===== config.mk =====
export PLATFORM = sky130hd
export DESIGN_NAME = trail_path_length_and_speed_core
export DESIGN_NICKNAME = d
export VERILOG_FILES = /design/src/tplsc_pkg.sv /design/src/trail_path_length_and_speed_core.sv /design/src/tplsc_sqrt.sv /design/src/tplsc_div.sv
export SDC_FILE = /design/constraint.sdc
export NUM_CORES = 1
export LEC_CHECK = 0
export CAP_MARGIN = 20
export CORE_MARGIN = 1.5
export CORE_UTILIZATION = 40
export DETAILED_ROUTE_END_ITERATION = 12
export DONT_BUFFER_PORTS = 1
export PLACE_DENSITY = 0.65
export SETUP_SLACK_MARGIN = 0.5
export SLEW_MARGIN = 30
export SYNTH_ARGS = -nofsm -noshare
export SYNTH_HDL_FRONTEND = slang
export SYNTH_SLANG_ARGS = --single-unit

===== constraint.sdc =====
create_clock -name clk_i -period 7.1 [get_ports clk_i]
set_clock_uncertainty 0.05 [all_clocks]
set_input_delay 0 -clock clk_i [delete_from_list [all_inputs] [get_ports clk_i]]
set_output_delay 0 -clock clk_i [all_outputs]
set_load 0.05 [all_outputs]

===== src/tplsc_pkg.sv =====
// shared types and constants for the trail path length and speed core
// no dependencies; imported by the square root unit, the divider and the top level
package tplsc_pkg;

  localparam int unsigned COORD_BITS_DEF = 12;
  localparam int unsigned FRAC_BITS_DEF  = 4;
  localparam int unsigned LEN_W          = 32;
  localparam int unsigned SEC_W          = 16;
  localparam int unsigned MODE_W         = 2;

  typedef enum logic [MODE_W-1:0] {
    MODE_ADD   = 2'd0,
    MODE_CLEAR = 2'd1,
    MODE_TICK  = 2'd2
  } tplsc_mode_e;

  // status of an iterative arithmetic unit
  typedef struct packed {
    logic busy;
    logic done;
  } tplsc_unit_sts_t;

endpackage


===== src/trail_path_length_and_speed_core.sv =====
// trail path length and speed: top level with sequencer, shared squarer and result register
// depends on tplsc_pkg, tplsc_sqrt and tplsc_div
// timing: set by the 32-step divider and, for a measured segment, the squarer steps
//   (multiply x, multiply y, add) and the coord_bits+frac_bits+1 step square root; the
//   divider is not started when seconds are zero
// throughput: one transaction in flight, the next can be accepted from the cycle after the
//   result register loads; a result held by back-pressure stalls the finish step
// reset: asynchronous active low, clears the trail, length, seconds and output valid
module trail_path_length_and_speed_core #(
  parameter int unsigned COORD_BITS = tplsc_pkg::COORD_BITS_DEF,
  parameter int unsigned FRAC_BITS  = tplsc_pkg::FRAC_BITS_DEF
) (
  input  logic                                clk_i,
  input  logic                                rst_ni,
  // input stream
  input  logic                                s_axis_tvalid_i,
  output logic                                s_axis_tready_o,
  // tdata from bit 0: pos_x, pos_y, zero fill
  input  logic [((2*COORD_BITS+7)/8)*8-1:0]   s_axis_tdata_i,
  // tuser: mode
  input  logic [tplsc_pkg::MODE_W-1:0]        s_axis_tuser_i,
  // result stream
  output logic                                m_axis_tvalid_o,
  input  logic                                m_axis_tready_i,
  // tdata from bit 0: point_kept, path_length, elapsed_seconds, speed, speed_valid,
  // zero fill
  output logic [87:0]                         m_axis_tdata_o
);
  import tplsc_pkg::*;

  localparam int unsigned SQ0_W  = 2 * COORD_BITS + 1;         // dx^2 + dy^2
  localparam int unsigned SQ_W   = SQ0_W + 2 * FRAC_BITS;      // scaled to fraction bits
  localparam int unsigned RAD_W  = SQ_W + (SQ_W % 2);          // even radicand width
  localparam int unsigned ROOT_W = RAD_W / 2;
  localparam int unsigned OUT_W  = 1 + LEN_W + SEC_W + LEN_W + 1;

  typedef enum logic [2:0] {
    ST_IDLE,
    ST_MUL_X,
    ST_MUL_Y,
    ST_ADD,
    ST_SQRT,
    ST_DIV,
    ST_DIV_WAIT,
    ST_FINISH
  } state_e;

  state_e state_q;

  // trail state
  logic [COORD_BITS-1:0] last_x_q;
  logic [COORD_BITS-1:0] last_y_q;
  logic                  has_point_q;
  logic [LEN_W-1:0]      length_q;
  logic [SEC_W-1:0]      seconds_q;

  // per-transaction working registers
  logic                    kept_q;
  logic [COORD_BITS-1:0]   dx_q;
  logic [COORD_BITS-1:0]   dy_q;
  logic [2*COORD_BITS-1:0] mult_q;
  logic [SQ0_W-1:0]        acc_q;
  logic [RAD_W-1:0]        rad_q;
  logic                    sqrt_start_q;
  logic                    div_start_q;
  logic [LEN_W-1:0]        speed_q;

  // result register
  logic              m_valid_q;
  logic [OUT_W-1:0]  out_q;

  // input fields
  tplsc_mode_e           in_mode;
  logic [COORD_BITS-1:0] in_x;
  logic [COORD_BITS-1:0] in_y;
  logic                  take;
  logic [COORD_BITS-1:0] abs_dx;
  logic [COORD_BITS-1:0] abs_dy;

  // shared squarer and sum
  logic [COORD_BITS-1:0]   mul_op;
  logic [2*COORD_BITS-1:0] product;
  logic [SQ0_W-1:0]        sum_sq;
  logic [RAD_W-1:0]        rad_val;
  logic [LEN_W:0]          len_sum;

  tplsc_unit_sts_t   sqrt_sts;
  tplsc_unit_sts_t   div_sts;
  logic [ROOT_W-1:0] root;
  logic [LEN_W-1:0]  quotient;

  logic s_accept;
  logic out_free;

  assign in_mode = tplsc_mode_e'(s_axis_tuser_i);
  assign in_x    = s_axis_tdata_i[COORD_BITS-1:0];
  assign in_y    = s_axis_tdata_i[2*COORD_BITS-1:COORD_BITS];

  // a point is taken from an empty (0,0) last point, or when both coordinates move
  assign take   = ((last_x_q == '0) && (last_y_q == '0)) ||
                  ((last_x_q != in_x) && (last_y_q != in_y));
  assign abs_dx = (in_x > last_x_q) ? (in_x - last_x_q) : (last_x_q - in_x);
  assign abs_dy = (in_y > last_y_q) ? (in_y - last_y_q) : (last_y_q - in_y);

  assign mul_op  = (state_q == ST_MUL_X) ? dx_q : dy_q;
  assign product = mul_op * mul_op;
  assign sum_sq  = acc_q + {1'b0, mult_q};
  assign rad_val = {{(RAD_W-SQ0_W){1'b0}}, sum_sq} << (2 * FRAC_BITS);
  assign len_sum = {1'b0, length_q} + {{(LEN_W+1-ROOT_W){1'b0}}, root};

  assign s_axis_tready_o = (state_q == ST_IDLE);
  assign s_accept        = s_axis_tvalid_i && s_axis_tready_o;
  assign out_free        = !m_valid_q || m_axis_tready_i;

  tplsc_sqrt #(
    .RAD_W (RAD_W)
  ) u_sqrt (
    .clk_i   (clk_i),
    .rst_ni  (rst_ni),
    .start_i (sqrt_start_q),
    .rad_i   (rad_q),
    .sts_o   (sqrt_sts),
    .root_o  (root)
  );

  tplsc_div #(
    .DVD_W (LEN_W),
    .DVS_W (SEC_W)
  ) u_div (
    .clk_i      (clk_i),
    .rst_ni     (rst_ni),
    .start_i    (div_start_q),
    .dividend_i (length_q),
    .divisor_i  (seconds_q),
    .sts_o      (div_sts),
    .quotient_o (quotient)
  );

  // sequencer: update state on accept, measure the segment, then divide for speed
  always_ff @(posedge clk_i or negedge rst_ni) begin
    if (!rst_ni) begin
      state_q      <= ST_IDLE;
      last_x_q     <= '0;
      last_y_q     <= '0;
      has_point_q  <= 1'b0;
      length_q     <= '0;
      seconds_q    <= '0;
      kept_q       <= 1'b0;
      sqrt_start_q <= 1'b0;
      div_start_q  <= 1'b0;
      m_valid_q    <= 1'b0;
    end else begin
      // one-cycle start pulses for the shared units
      sqrt_start_q <= (state_q == ST_ADD);
      div_start_q  <= (state_q == ST_DIV) && (seconds_q != '0);
      // result register loads when the finish step finds it free
      if ((state_q == ST_FINISH) && out_free) begin
        m_valid_q <= 1'b1;
      end else if (m_axis_tready_i) begin
        m_valid_q <= 1'b0;
      end
      unique case (state_q)
        ST_IDLE: begin
          if (s_accept) begin
            kept_q  <= (in_mode == MODE_ADD) && take;
            // the first point after a clear adds no segment
            state_q <= ((in_mode == MODE_ADD) && take && has_point_q) ? ST_MUL_X : ST_DIV;
            case (in_mode)
              MODE_ADD: begin
                if (take) begin
                  last_x_q    <= in_x;
                  last_y_q    <= in_y;
                  has_point_q <= 1'b1;
                end
              end
              MODE_CLEAR: begin
                last_x_q    <= '0;
                last_y_q    <= '0;
                has_point_q <= 1'b0;
                length_q    <= '0;
                seconds_q   <= '0;
              end
              MODE_TICK: begin
                if (seconds_q != '1) begin
                  seconds_q <= seconds_q + SEC_W'(1);
                end
              end
              // unused mode leaves the state alone
              default: ;
            endcase
          end
        end
        ST_MUL_X: state_q <= ST_MUL_Y;
        ST_MUL_Y: state_q <= ST_ADD;
        ST_ADD: begin
          state_q <= ST_SQRT;
        end
        ST_SQRT: begin
          if (sqrt_sts.done) begin
            // saturating add of the segment length
            length_q <= len_sum[LEN_W] ? '1 : len_sum[LEN_W-1:0];
            state_q  <= ST_DIV;
          end
        end
        ST_DIV: begin
          state_q <= (seconds_q == '0) ? ST_FINISH : ST_DIV_WAIT;
        end
        ST_DIV_WAIT: begin
          if (div_sts.done) begin
            state_q <= ST_FINISH;
          end
        end
        ST_FINISH: begin
          // wait until the result register is free
          if (out_free) begin
            state_q <= ST_IDLE;
          end
        end
        default: state_q <= ST_IDLE;
      endcase
    end
  end

  // datapath registers, no reset needed
  always_ff @(posedge clk_i) begin
    if (s_accept) begin
      dx_q <= abs_dx;
      dy_q <= abs_dy;
    end
    if (state_q == ST_MUL_X) begin
      mult_q <= product;
    end
    if (state_q == ST_MUL_Y) begin
      acc_q  <= {1'b0, mult_q};
      mult_q <= product;
    end
    if (state_q == ST_ADD) begin
      rad_q <= rad_val;
    end
    if ((state_q == ST_DIV) && (seconds_q == '0)) begin
      speed_q <= '0;
    end
    if ((state_q == ST_DIV_WAIT) && div_sts.done) begin
      speed_q <= quotient;
    end
    if ((state_q == ST_FINISH) && out_free) begin
      out_q <= {(seconds_q != '0), speed_q, seconds_q, length_q, kept_q};
    end
  end

  assign m_axis_tvalid_o = m_valid_q;
  assign m_axis_tdata_o  = {{(88-OUT_W){1'b0}}, out_q};

  // the two units never run at the same time
  a_units_exclusive: assert property (@(posedge clk_i) disable iff (!rst_ni)
    !(sqrt_sts.busy && div_sts.busy))
    else $error("square root and divider busy together");

  // an accepted transaction holds off the next one
  a_accept_blocks: assert property (@(posedge clk_i) disable iff (!rst_ni)
    s_accept |=> !s_axis_tready_o)
    else $error("ready right after accept");

  // speed is flagged valid only with nonzero seconds
  a_speed_valid: assert property (@(posedge clk_i) disable iff (!rst_ni)
    (m_valid_q && out_q[OUT_W-1]) |-> (out_q[OUT_W-2-LEN_W -: SEC_W] != '0))
    else $error("speed valid with zero seconds");

  // a square root only starts from the add step of a measured segment
  a_sqrt_start: assert property (@(posedge clk_i) disable iff (!rst_ni)
    sqrt_start_q |-> ($past(state_q) == ST_ADD) && kept_q)
    else $error("square root started out of sequence");

endmodule


===== src/tplsc_sqrt.sv =====
// iterative integer square root, rounded down, one result bit per cycle
// depends on tplsc_pkg for the unit status type
module tplsc_sqrt #(
  parameter int unsigned RAD_W = 34
) (
  input  logic                      clk_i,
  input  logic                      rst_ni,
  input  logic                      start_i,
  input  logic [RAD_W-1:0]          rad_i,
  output tplsc_pkg::tplsc_unit_sts_t sts_o,
  output logic [RAD_W/2-1:0]        root_o
);
  import tplsc_pkg::*;

  localparam int unsigned ROOT_W = RAD_W / 2;
  localparam int unsigned REM_W  = ROOT_W + 2;
  localparam int unsigned CNT_W  = $clog2(ROOT_W + 1);

  logic [RAD_W-1:0]  rad_q;
  logic [REM_W-1:0]  rem_q;
  logic [ROOT_W-1:0] root_q;
  logic [CNT_W-1:0]  cnt_q;
  logic              busy_q;
  logic              done_q;

  logic [REM_W-1:0]  rem_sh;
  logic [REM_W-1:0]  trial;
  logic              fits;

  // bring down the next two radicand bits and try root*4+1
  always_comb begin
    rem_sh = {rem_q[ROOT_W-1:0], rad_q[RAD_W-1 -: 2]};
    trial  = {root_q, 2'b01};
    fits   = (rem_sh >= trial);
  end

  always_ff @(posedge clk_i or negedge rst_ni) begin
    if (!rst_ni) begin
      busy_q <= 1'b0;
      done_q <= 1'b0;
      cnt_q  <= '0;
    end else begin
      done_q <= 1'b0;
      if (start_i) begin
        busy_q <= 1'b1;
        cnt_q  <= CNT_W'(ROOT_W);
      end else if (busy_q) begin
        cnt_q <= cnt_q - CNT_W'(1);
        if (cnt_q == CNT_W'(1)) begin
          busy_q <= 1'b0;
          done_q <= 1'b1;
        end
      end
    end
  end

  always_ff @(posedge clk_i) begin
    if (start_i) begin
      rad_q  <= rad_i;
      rem_q  <= '0;
      root_q <= '0;
    end else if (busy_q) begin
      rad_q <= {rad_q[RAD_W-3:0], 2'b00};
      if (fits) begin
        rem_q  <= rem_sh - trial;
        root_q <= {root_q[ROOT_W-2:0], 1'b1};
      end else begin
        rem_q  <= rem_sh;
        root_q <= {root_q[ROOT_W-2:0], 1'b0};
      end
    end
  end

  assign sts_o.busy = busy_q;
  assign sts_o.done = done_q;
  assign root_o     = root_q;

endmodule


===== src/tplsc_div.sv =====
// iterative restoring divider, one quotient bit per cycle
// depends on tplsc_pkg for the unit status type and default widths
module tplsc_div #(
  parameter int unsigned DVD_W = tplsc_pkg::LEN_W,
  parameter int unsigned DVS_W = tplsc_pkg::SEC_W
) (
  input  logic                       clk_i,
  input  logic                       rst_ni,
  input  logic                       start_i,
  input  logic [DVD_W-1:0]           dividend_i,
  input  logic [DVS_W-1:0]           divisor_i,
  output tplsc_pkg::tplsc_unit_sts_t sts_o,
  output logic [DVD_W-1:0]           quotient_o
);
  import tplsc_pkg::*;

  localparam int unsigned REM_W = DVS_W + 1;
  localparam int unsigned CNT_W = $clog2(DVD_W + 1);

  logic [DVD_W-1:0] quo_q;
  logic [REM_W-1:0] rem_q;
  logic [DVS_W-1:0] dvs_q;
  logic [CNT_W-1:0] cnt_q;
  logic             busy_q;
  logic             done_q;

  logic [REM_W-1:0] rem_sh;
  logic             fits;

  always_comb begin
    rem_sh = {rem_q[DVS_W-1:0], quo_q[DVD_W-1]};
    fits   = (rem_sh >= {1'b0, dvs_q});
  end

  always_ff @(posedge clk_i or negedge rst_ni) begin
    if (!rst_ni) begin
      busy_q <= 1'b0;
      done_q <= 1'b0;
      cnt_q  <= '0;
    end else begin
      done_q <= 1'b0;
      if (start_i) begin
        busy_q <= 1'b1;
        cnt_q  <= CNT_W'(DVD_W);
      end else if (busy_q) begin
        cnt_q <= cnt_q - CNT_W'(1);
        if (cnt_q == CNT_W'(1)) begin
          busy_q <= 1'b0;
          done_q <= 1'b1;
        end
      end
    end
  end

  // quotient bits shift in where dividend bits shift out
  always_ff @(posedge clk_i) begin
    if (start_i) begin
      quo_q <= dividend_i;
      rem_q <= '0;
      dvs_q <= divisor_i;
    end else if (busy_q) begin
      if (fits) begin
        rem_q <= rem_sh - {1'b0, dvs_q};
        quo_q <= {quo_q[DVD_W-2:0], 1'b1};
      end else begin
        rem_q <= rem_sh;
        quo_q <= {quo_q[DVD_W-2:0], 1'b0};
      end
    end
  end

  assign sts_o.busy = busy_q;
  assign sts_o.done = done_q;
  assign quotient_o = quo_q;

endmodule


# After elaboration in Yosys (flattened, before gate mapping)

Cells that the tools add are included.

Mux-type cells: 53
Magnitude comparators: 4
Add/subtract/negate cells: 11
Equal/unequal tests: 21
Multiply operators: 1
Reduce and logical (&&, ||, !) cells: 31

Operators by type and width:

| cell                    | number |
|---|---|
| $mux W32                | 8 |
| $pmux W32 S2            | 1 |
| $mux W12                | 5 |
| $mux W24                | 2 |
| $pmux W12 S2            | 2 |
| $sub A12 B12 Y12        | 4 |
| $mux W34                | 1 |
| $add A32 B17 Y33        | 1 |
| $mux W33                | 1 |
| $mux W16                | 2 |
| $pmux W16 S2            | 1 |
| $add A24 B24 Y25        | 1 |
| $gt A12 B12 Y1          | 2 |
| $logic_not A12 Y1       | 2 |
| $mul A12 B12 Y24        | 1 |
| $ne A12 B12 Y1          | 2 |
| $pmux W3 S8             | 1 |
| $ge A19 B19 Y1          | 1 |
| $mux W1                 | 18 |
| $ge A17 B16 Y1          | 1 |
| $mux W17                | 1 |
| $sub A17 B17 Y17        | 1 |
| $add A16 B1 Y16 const B | 1 |
| $logic_not A16 Y1       | 1 |
| other kinds (26)        | 60 |

Input port bits: 30
Output and inout bits: 90
Register bits after elaboration: 436

# Longest topological paths before layout

Word-level depth: 8
Mapped depth: 28
Gate-level depth less buffers: 26

# Cells and area by module

From an unflattened synthesis, not the netlist that was laid out.

Cells, all modules: 2338
Area total of the unflattened synthesis: 25899.8 um^2

Modules (own cells, without submodules):

| module                           | sequential area each (um^2) | area each (um^2) | instances | cells each |
|---|---|---|---|---|
| trail_path_length_and_speed_core | 8277.9                      | 17924.7          | 1         | 1602 |
| tplsc_sqrt                       | 1876.8                      | 4057.6           | 1         | 382 |
| tplsc_div                        | 1961.9                      | 3917.5           | 1         | 354 |

# Worst setup path after synthesis

No wires, ideal clock.

Kind: reg2reg
From: reg state_q[1]
To: reg mult_q[23] (data pin)
Setup time: 259 ps
Stages on the path, launching flop included: 26
Path buffers: 2
Path slack: 306 ps
Data required time: 6791 ps
Arrival: 6485 ps
Cell sequence: dfrtp_1 -> clkbuf_1 -> inv_1 -> nand2_1 -> nor2_1 -> buf_2 -> mux2i_1 -> nor2_1 -> fa_1 -> inv_1 -> fa_1 -> inv_1 -> fa_1 -> fa_1 -> inv_1 -> fa_1 -> inv_1 -> ha_1 -> and4_1 -> and3_1 -> a21oi_1 -> o31ai_1 -> o41ai_1 -> o2111ai_1 -> a21oi_1 -> xnor2_1

Longest elaborated chain between the ends: 5
Elaborated cells between the ends (all ways): 6
Those cells by class: mul (1); eq/ne (2); mux (3)

Ends and longest elaborated chain:

| item                     | RTL line                                | text |
|---|---|---|
| start: declaration       | trail_path_length_and_speed_core.sv:48  | `state_e state_q;` |
| start signal: assignment | trail_path_length_and_speed_core.sv:167 | `state_q <= ((in_mode == MODE_ADD) && take && has_point_q) ? ST_MUL_X : ST_DIV;` |
| start signal: assignment | trail_path_length_and_speed_core.sv:206 | `state_q <= (seconds_q == '0) ? ST_FINISH : ST_DIV_WAIT;` |
| $eq A3 B1 Y1 *           | trail_path_length_and_speed_core.sv:105 | `assign mul_op = (state_q == ST_MUL_X) ? dx_q : dy_q;` |
| $mux W12 *               | trail_path_length_and_speed_core.sv:105 |  |
| $mul A12 B12 Y24 *       | trail_path_length_and_speed_core.sv:106 | `assign product = mul_op * mul_op;` |
| via product[23]          | trail_path_length_and_speed_core.sv:82  | `logic [2*COORD_BITS-1:0] product;` |
| $mux W24                 | trail_path_length_and_speed_core.sv:230 | `if (state_q == ST_MUL_X) begin` |
| $mux W24 *               | trail_path_length_and_speed_core.sv:233 | `if (state_q == ST_MUL_Y) begin` |
| end signal: assignment   | trail_path_length_and_speed_core.sv:231 | `mult_q <= product;` |
| end signal: assignment   | trail_path_length_and_speed_core.sv:235 | `mult_q <= product;` |
| end: declaration         | trail_path_length_and_speed_core.sv:61  | `logic [2*COORD_BITS-1:0] mult_q;` |

Mark *: on every way through the listed nets, which the timed path passes. The rest lies on a longest branch. The select of a mux whose other input is x is not followed.
A chain may end at the register's enable or synchronous reset.

# Worst setup path after layout

From: reg state_q[1]
To: reg mult_q[21] (data pin)

The elaborated chain is that of the path after synthesis.

==> impl_metrics.ini <==
[synth]
yosys_most_used_dff = sky130_fd_sc_hd__edfxtp_1
ys_ff_latch = 428
synthDominantAreaCellType = sky130_fd_sc_hd__edfxtp_1
number_of_synthesized_flops_with_an_enable_pin = 283
synth.yosys.seq_area_share = 0.464
yosysWarnings = 0
synthDominantCellAreaShare = 0.332
synthDistinctLibCells = 82
synthArstFlopShare = 0.222
post_synth_instance_area_mm2 = 0.0256
post_synth.cell_area_avg_um2 = 11.0
netlist_top_cells_area = sky130_fd_sc_hd__edfxtp_1 (33%), sky130_fd_sc_hd__dfrtp_1 (9.3%), sky130_fd_sc_hd__ha_1 (8.9%)
netlist_instances = 2334

[sta]
fin_crit_ns = 6.30
fmax_mhz = 159
setup_viol = 0
max_slew.worst_pin.slew_ns = 0.931
timing_hold_violations_final = 7
slew_headroom = 0.378
fin_crit_sh = 0.887
totalNegativeSetupSlack_ns = 0
rsz_0062_raised_after_global_routing = no
finalMaxSlewViolations = 0
hold_slack_ns = -0.0520

[detailed_routing]
drt_first_iter_violations = 996
drt_drc_violations_left = 0
number_of_detailed_route_iterations_in_the_first_pass = 6
route.final.wire_length_um = 53800
vias_per_cell = 5.23
total_number_of_vias = 17165
drt.antenna.violating_nets = 0
routedWlPerCell_um = 16.4

[global_route]
global_routing_usage_on_met2 = 0.288
grtUsageMet3 = 0.0240
grt_antenna_before_repair = 3
global_route.peak_usage_layer = met2
grt-ovfl-total = 0
globalRouteTotalUtil = 0.166
first_global_vias = 17576
grt_max_degree = 96
use_met1 = 0.213
grt_pass1_wl_um = 90100

[finish]
area_of_all_placed_cells_without_fillers_mm2 = 0.0290
flow.area_growth_from_synthesis_pct = 13.3
finalNetCount = 2699
final-instance-count-excl-fill = 3285
fillers = 5716
area_used_by_multi_input_combinational_logic_mm2 = 0.0125
final-seq-area_mm2 = 0.0119
final_layout_size_suffix_gt1_frac = 0.103

[power]
p_sw_frac = 0.210
leakagePower_uw = 0.0118
power.clock.fraction = 0.474
ratio_of_total_power_to_cell_area_mw_per_mm2 = 183
power.share.combinational = 0.028
pwr-share-seq = 0.498
ir_drop_mv = 0.141
internal_power_uw = 4180
power.switching_uw = 1110

[worst_hold_path]
hold_path.class = input pin to async pin

[floorplan]
num_io_pins = 120
fp.dieW_um = 256
initial_core_util = 0.405
die_h_um = 256
core_region_area_mm2 = 0.0632
floorplan.rows = 92
overall_die_area_mm2 = 0.0655

[clock_network]
cts_buffer_depth = 3
tritoncts_clock_tree = built
cts.sinks = 428
clk_pin_slew_worst_paths_ns = 0.06
number_of_buffers_inserted_during_clock_tree_synthesis = 46
cts-htree-levels = 2
clock-root-buffer = sky130_fd_sc_hd__clkbuf_16
clk_latency_ns = 0.58

[job]
number_of_max_capacitance_violations_reported = 0

[setup_path]
chain_of_cells_forming_the_critical_path = inv_4 -> nand2_2 -> nor2_4 -> buf_12 -> mux2_2 -> inv_4 -> nor2_2 -> fa_1 -> fa_1 -> inv_1 -> fa_1 -> fa_1 -> fa_1 -> inv_1 -> ha_2 -> and4_1 -> and3_1 -> a21oi_2 -> o31ai_2 -> o41ai_2 -> buf_4 -> o21bai_1 -> a21oi_1 -> xnor2_1
worst-endpoint-arrival_ns = 6.56
worst-path-max-fanout = 8
r2r-end = mult_q[21]
critical_path.reg2reg.startpoint = state_q[1]
kind_of_cell_adding_the_most_delay_to_the_critical_path = adder cells
worst_setup_path_end_kind = flip-flop
crit_required_ns = 7.36
worst_setup_path_start_kind = flip-flop
path_common_cell = sky130_fd_sc_hd__fa_1
critical_path.max_stage_delay_ns = 0.55
reg2reg_depth = 24
ff2ff_setup_slack_ns = 0.80
crit_path_top_delay_cell = sky130_fd_sc_hd__fa_1
path_type_of_the_worst_setup_path = flip-flop to flip-flop
critPathBufInv = 6

[status]
result_of_the_run = complete, but fails checks
violations = negative hold slack

[place]
placement.io_buffers = 0
placed_cells = 3131
dpl-instance-area_mm2 = 0.0266
place.gp.congestion = 0.864
dp_hpwl_um = 38900
[cells by family (layout without fill, tap and decap cells)]
logic type / after synthesis / count (layout) / share of synthesized area
and+or+nand+nor: 601 / 601 / 0.113
AOI/OAI and AO/OA: 428 / 428 / 0.115
DFF: 428 / 428 / 0.464
buffers and inverters: 363 / 461 / 0.0556
adders and majority gates: 269 / 269 / 0.157
muxes: 135 / 135 / 0.0566
xor gates and xnor gates: 109 / 109 / 0.0373
other: 1 / 8 / 0.000147
[per-stage QoR]
stage | utilization | setup slack [ns] | total power (uW)
2_1_floorplan | - | 0.638 | 2790
3_3_place_gp | 0.420 | 0.438 | 2800
3_5_place_dp | 0.420 | 0.157 | 2800
4_1_cts | 0.456 | 0.525 | 5350
5_1_grt | 0.459 | 0.469 | 5460
6_report | 0.459 | 0.801 | 5290
[routing by layer]
metal | routed length [um] | vias to the layer above | share of wire
met5 | 16 | - | 0.00030
li1 | - | 8332 | -
met4 | 1310 | 2 | 0.024
met3 | 2220 | 88 | 0.041
met2 | 26100 | 350 | 0.49
met1 | 24100 | 8393 | 0.45
[what timing repair did]
item                                    CTS  global route
endpoints found under the hold margin   160             0
pin swaps                                 1             7
gates cloned                              0             1
endpoints found under the setup margin    2             4
gates resized for setup                  15            24
buffers inserted                          4             7
hold buffers                             55             0
[Yosys cell counts, drive strengths merged (57+ instances only)]
library cell	number
edfxtp	283
inv	282
nor2	184
ha	181
nand2	147
dfrtp	95
a21oi	91
fa	88
o21ai	79
xnor2	79
mux2	75
mux2i	60
clkbuf	57
[registers in the layout (all words and copies together) (netlist names), 16 cells and up]
signal,cells
u_sqrt.rem_q,17
rad_q,25
u_div.dvs_q,16
u_div.quotient_o,32
u_sqrt.rad_q,26
u_sqrt.root_o,17
length_q,32
mult_q,23
acc_q,23
out_q,82
seconds_q,16
speed_q,32
u_div.rem_q,16
[placed cells by master, fill, tap and decap left out, types with 27 or more instances in the layout]
cell type	count
sky130_fd_sc_hd__edfxtp_1	283
sky130_fd_sc_hd__inv_1	279
sky130_fd_sc_hd__ha_1	178
sky130_fd_sc_hd__nor2_1	176
sky130_fd_sc_hd__nand2_1	142
sky130_fd_sc_hd__dfrtp_1	90
sky130_fd_sc_hd__a21oi_1	88
sky130_fd_sc_hd__fa_1	88
sky130_fd_sc_hd__xnor2_1	79
sky130_fd_sc_hd__o21ai_0	74
sky130_fd_sc_hd__mux2_2	69
sky130_fd_sc_hd__mux2i_1	54
sky130_fd_sc_hd__dlygate4sd3_1	54
sky130_fd_sc_hd__a21o_1	50
sky130_fd_sc_hd__dfxtp_1	50
sky130_fd_sc_hd__and2_1	47
sky130_fd_sc_hd__clkbuf_16	47
sky130_fd_sc_hd__nor3_1	46
sky130_fd_sc_hd__nand3_1	36
sky130_fd_sc_hd__a211oi_1	35
sky130_fd_sc_hd__buf_4	32
sky130_fd_sc_hd__xor2_1	30
sky130_fd_sc_hd__nor2b_1	27
[power by group through the flow]
| stage | logic [uW] | clock network (uW) | registers, uW |
|---|---|---|---|
| 2_1_floorplan | 97.2 | 0 | 2690 |
| 3_3_place_gp | 114 | 0 | 2690 |
| 3_5_place_dp | 116 | 0 | 2690 |
| 4_1_cts | 149 | 2570 | 2640 |
| 5_1_grt | 164 | 2660 | 2640 |
| 6_report | 148 | 2510 | 2640 |
[worst max-delay path by stage]
| stage | from | to | cells after the start |
|---|---|---|---|
| global placement | state_q[1] | mult_q[23] | 24 |
| CTS | state_q[1] | mult_q[21] | 24 |
| detailed placement | state_q[1] | mult_q[23] | 24 |
| floorplan | state_q[1] | mult_q[23] | 24 |
| global route | state_q[1] | mult_q[21] | 26 |
| finish | state_q[1] | mult_q[21] | 24 |
[layout make-up]
class,instances,share of cell area
clock buffers,49,0.0401
inverters,285,0.0375
multi-input cells,1548,0.431
repair buffers,91,0.0302
clock inverters,36,0.0144
well taps,846,0.0365
diodes,2,0.000173
flip-flops and latches,428,0.410
Note: power is estimated with default switching activity, not from simulation.
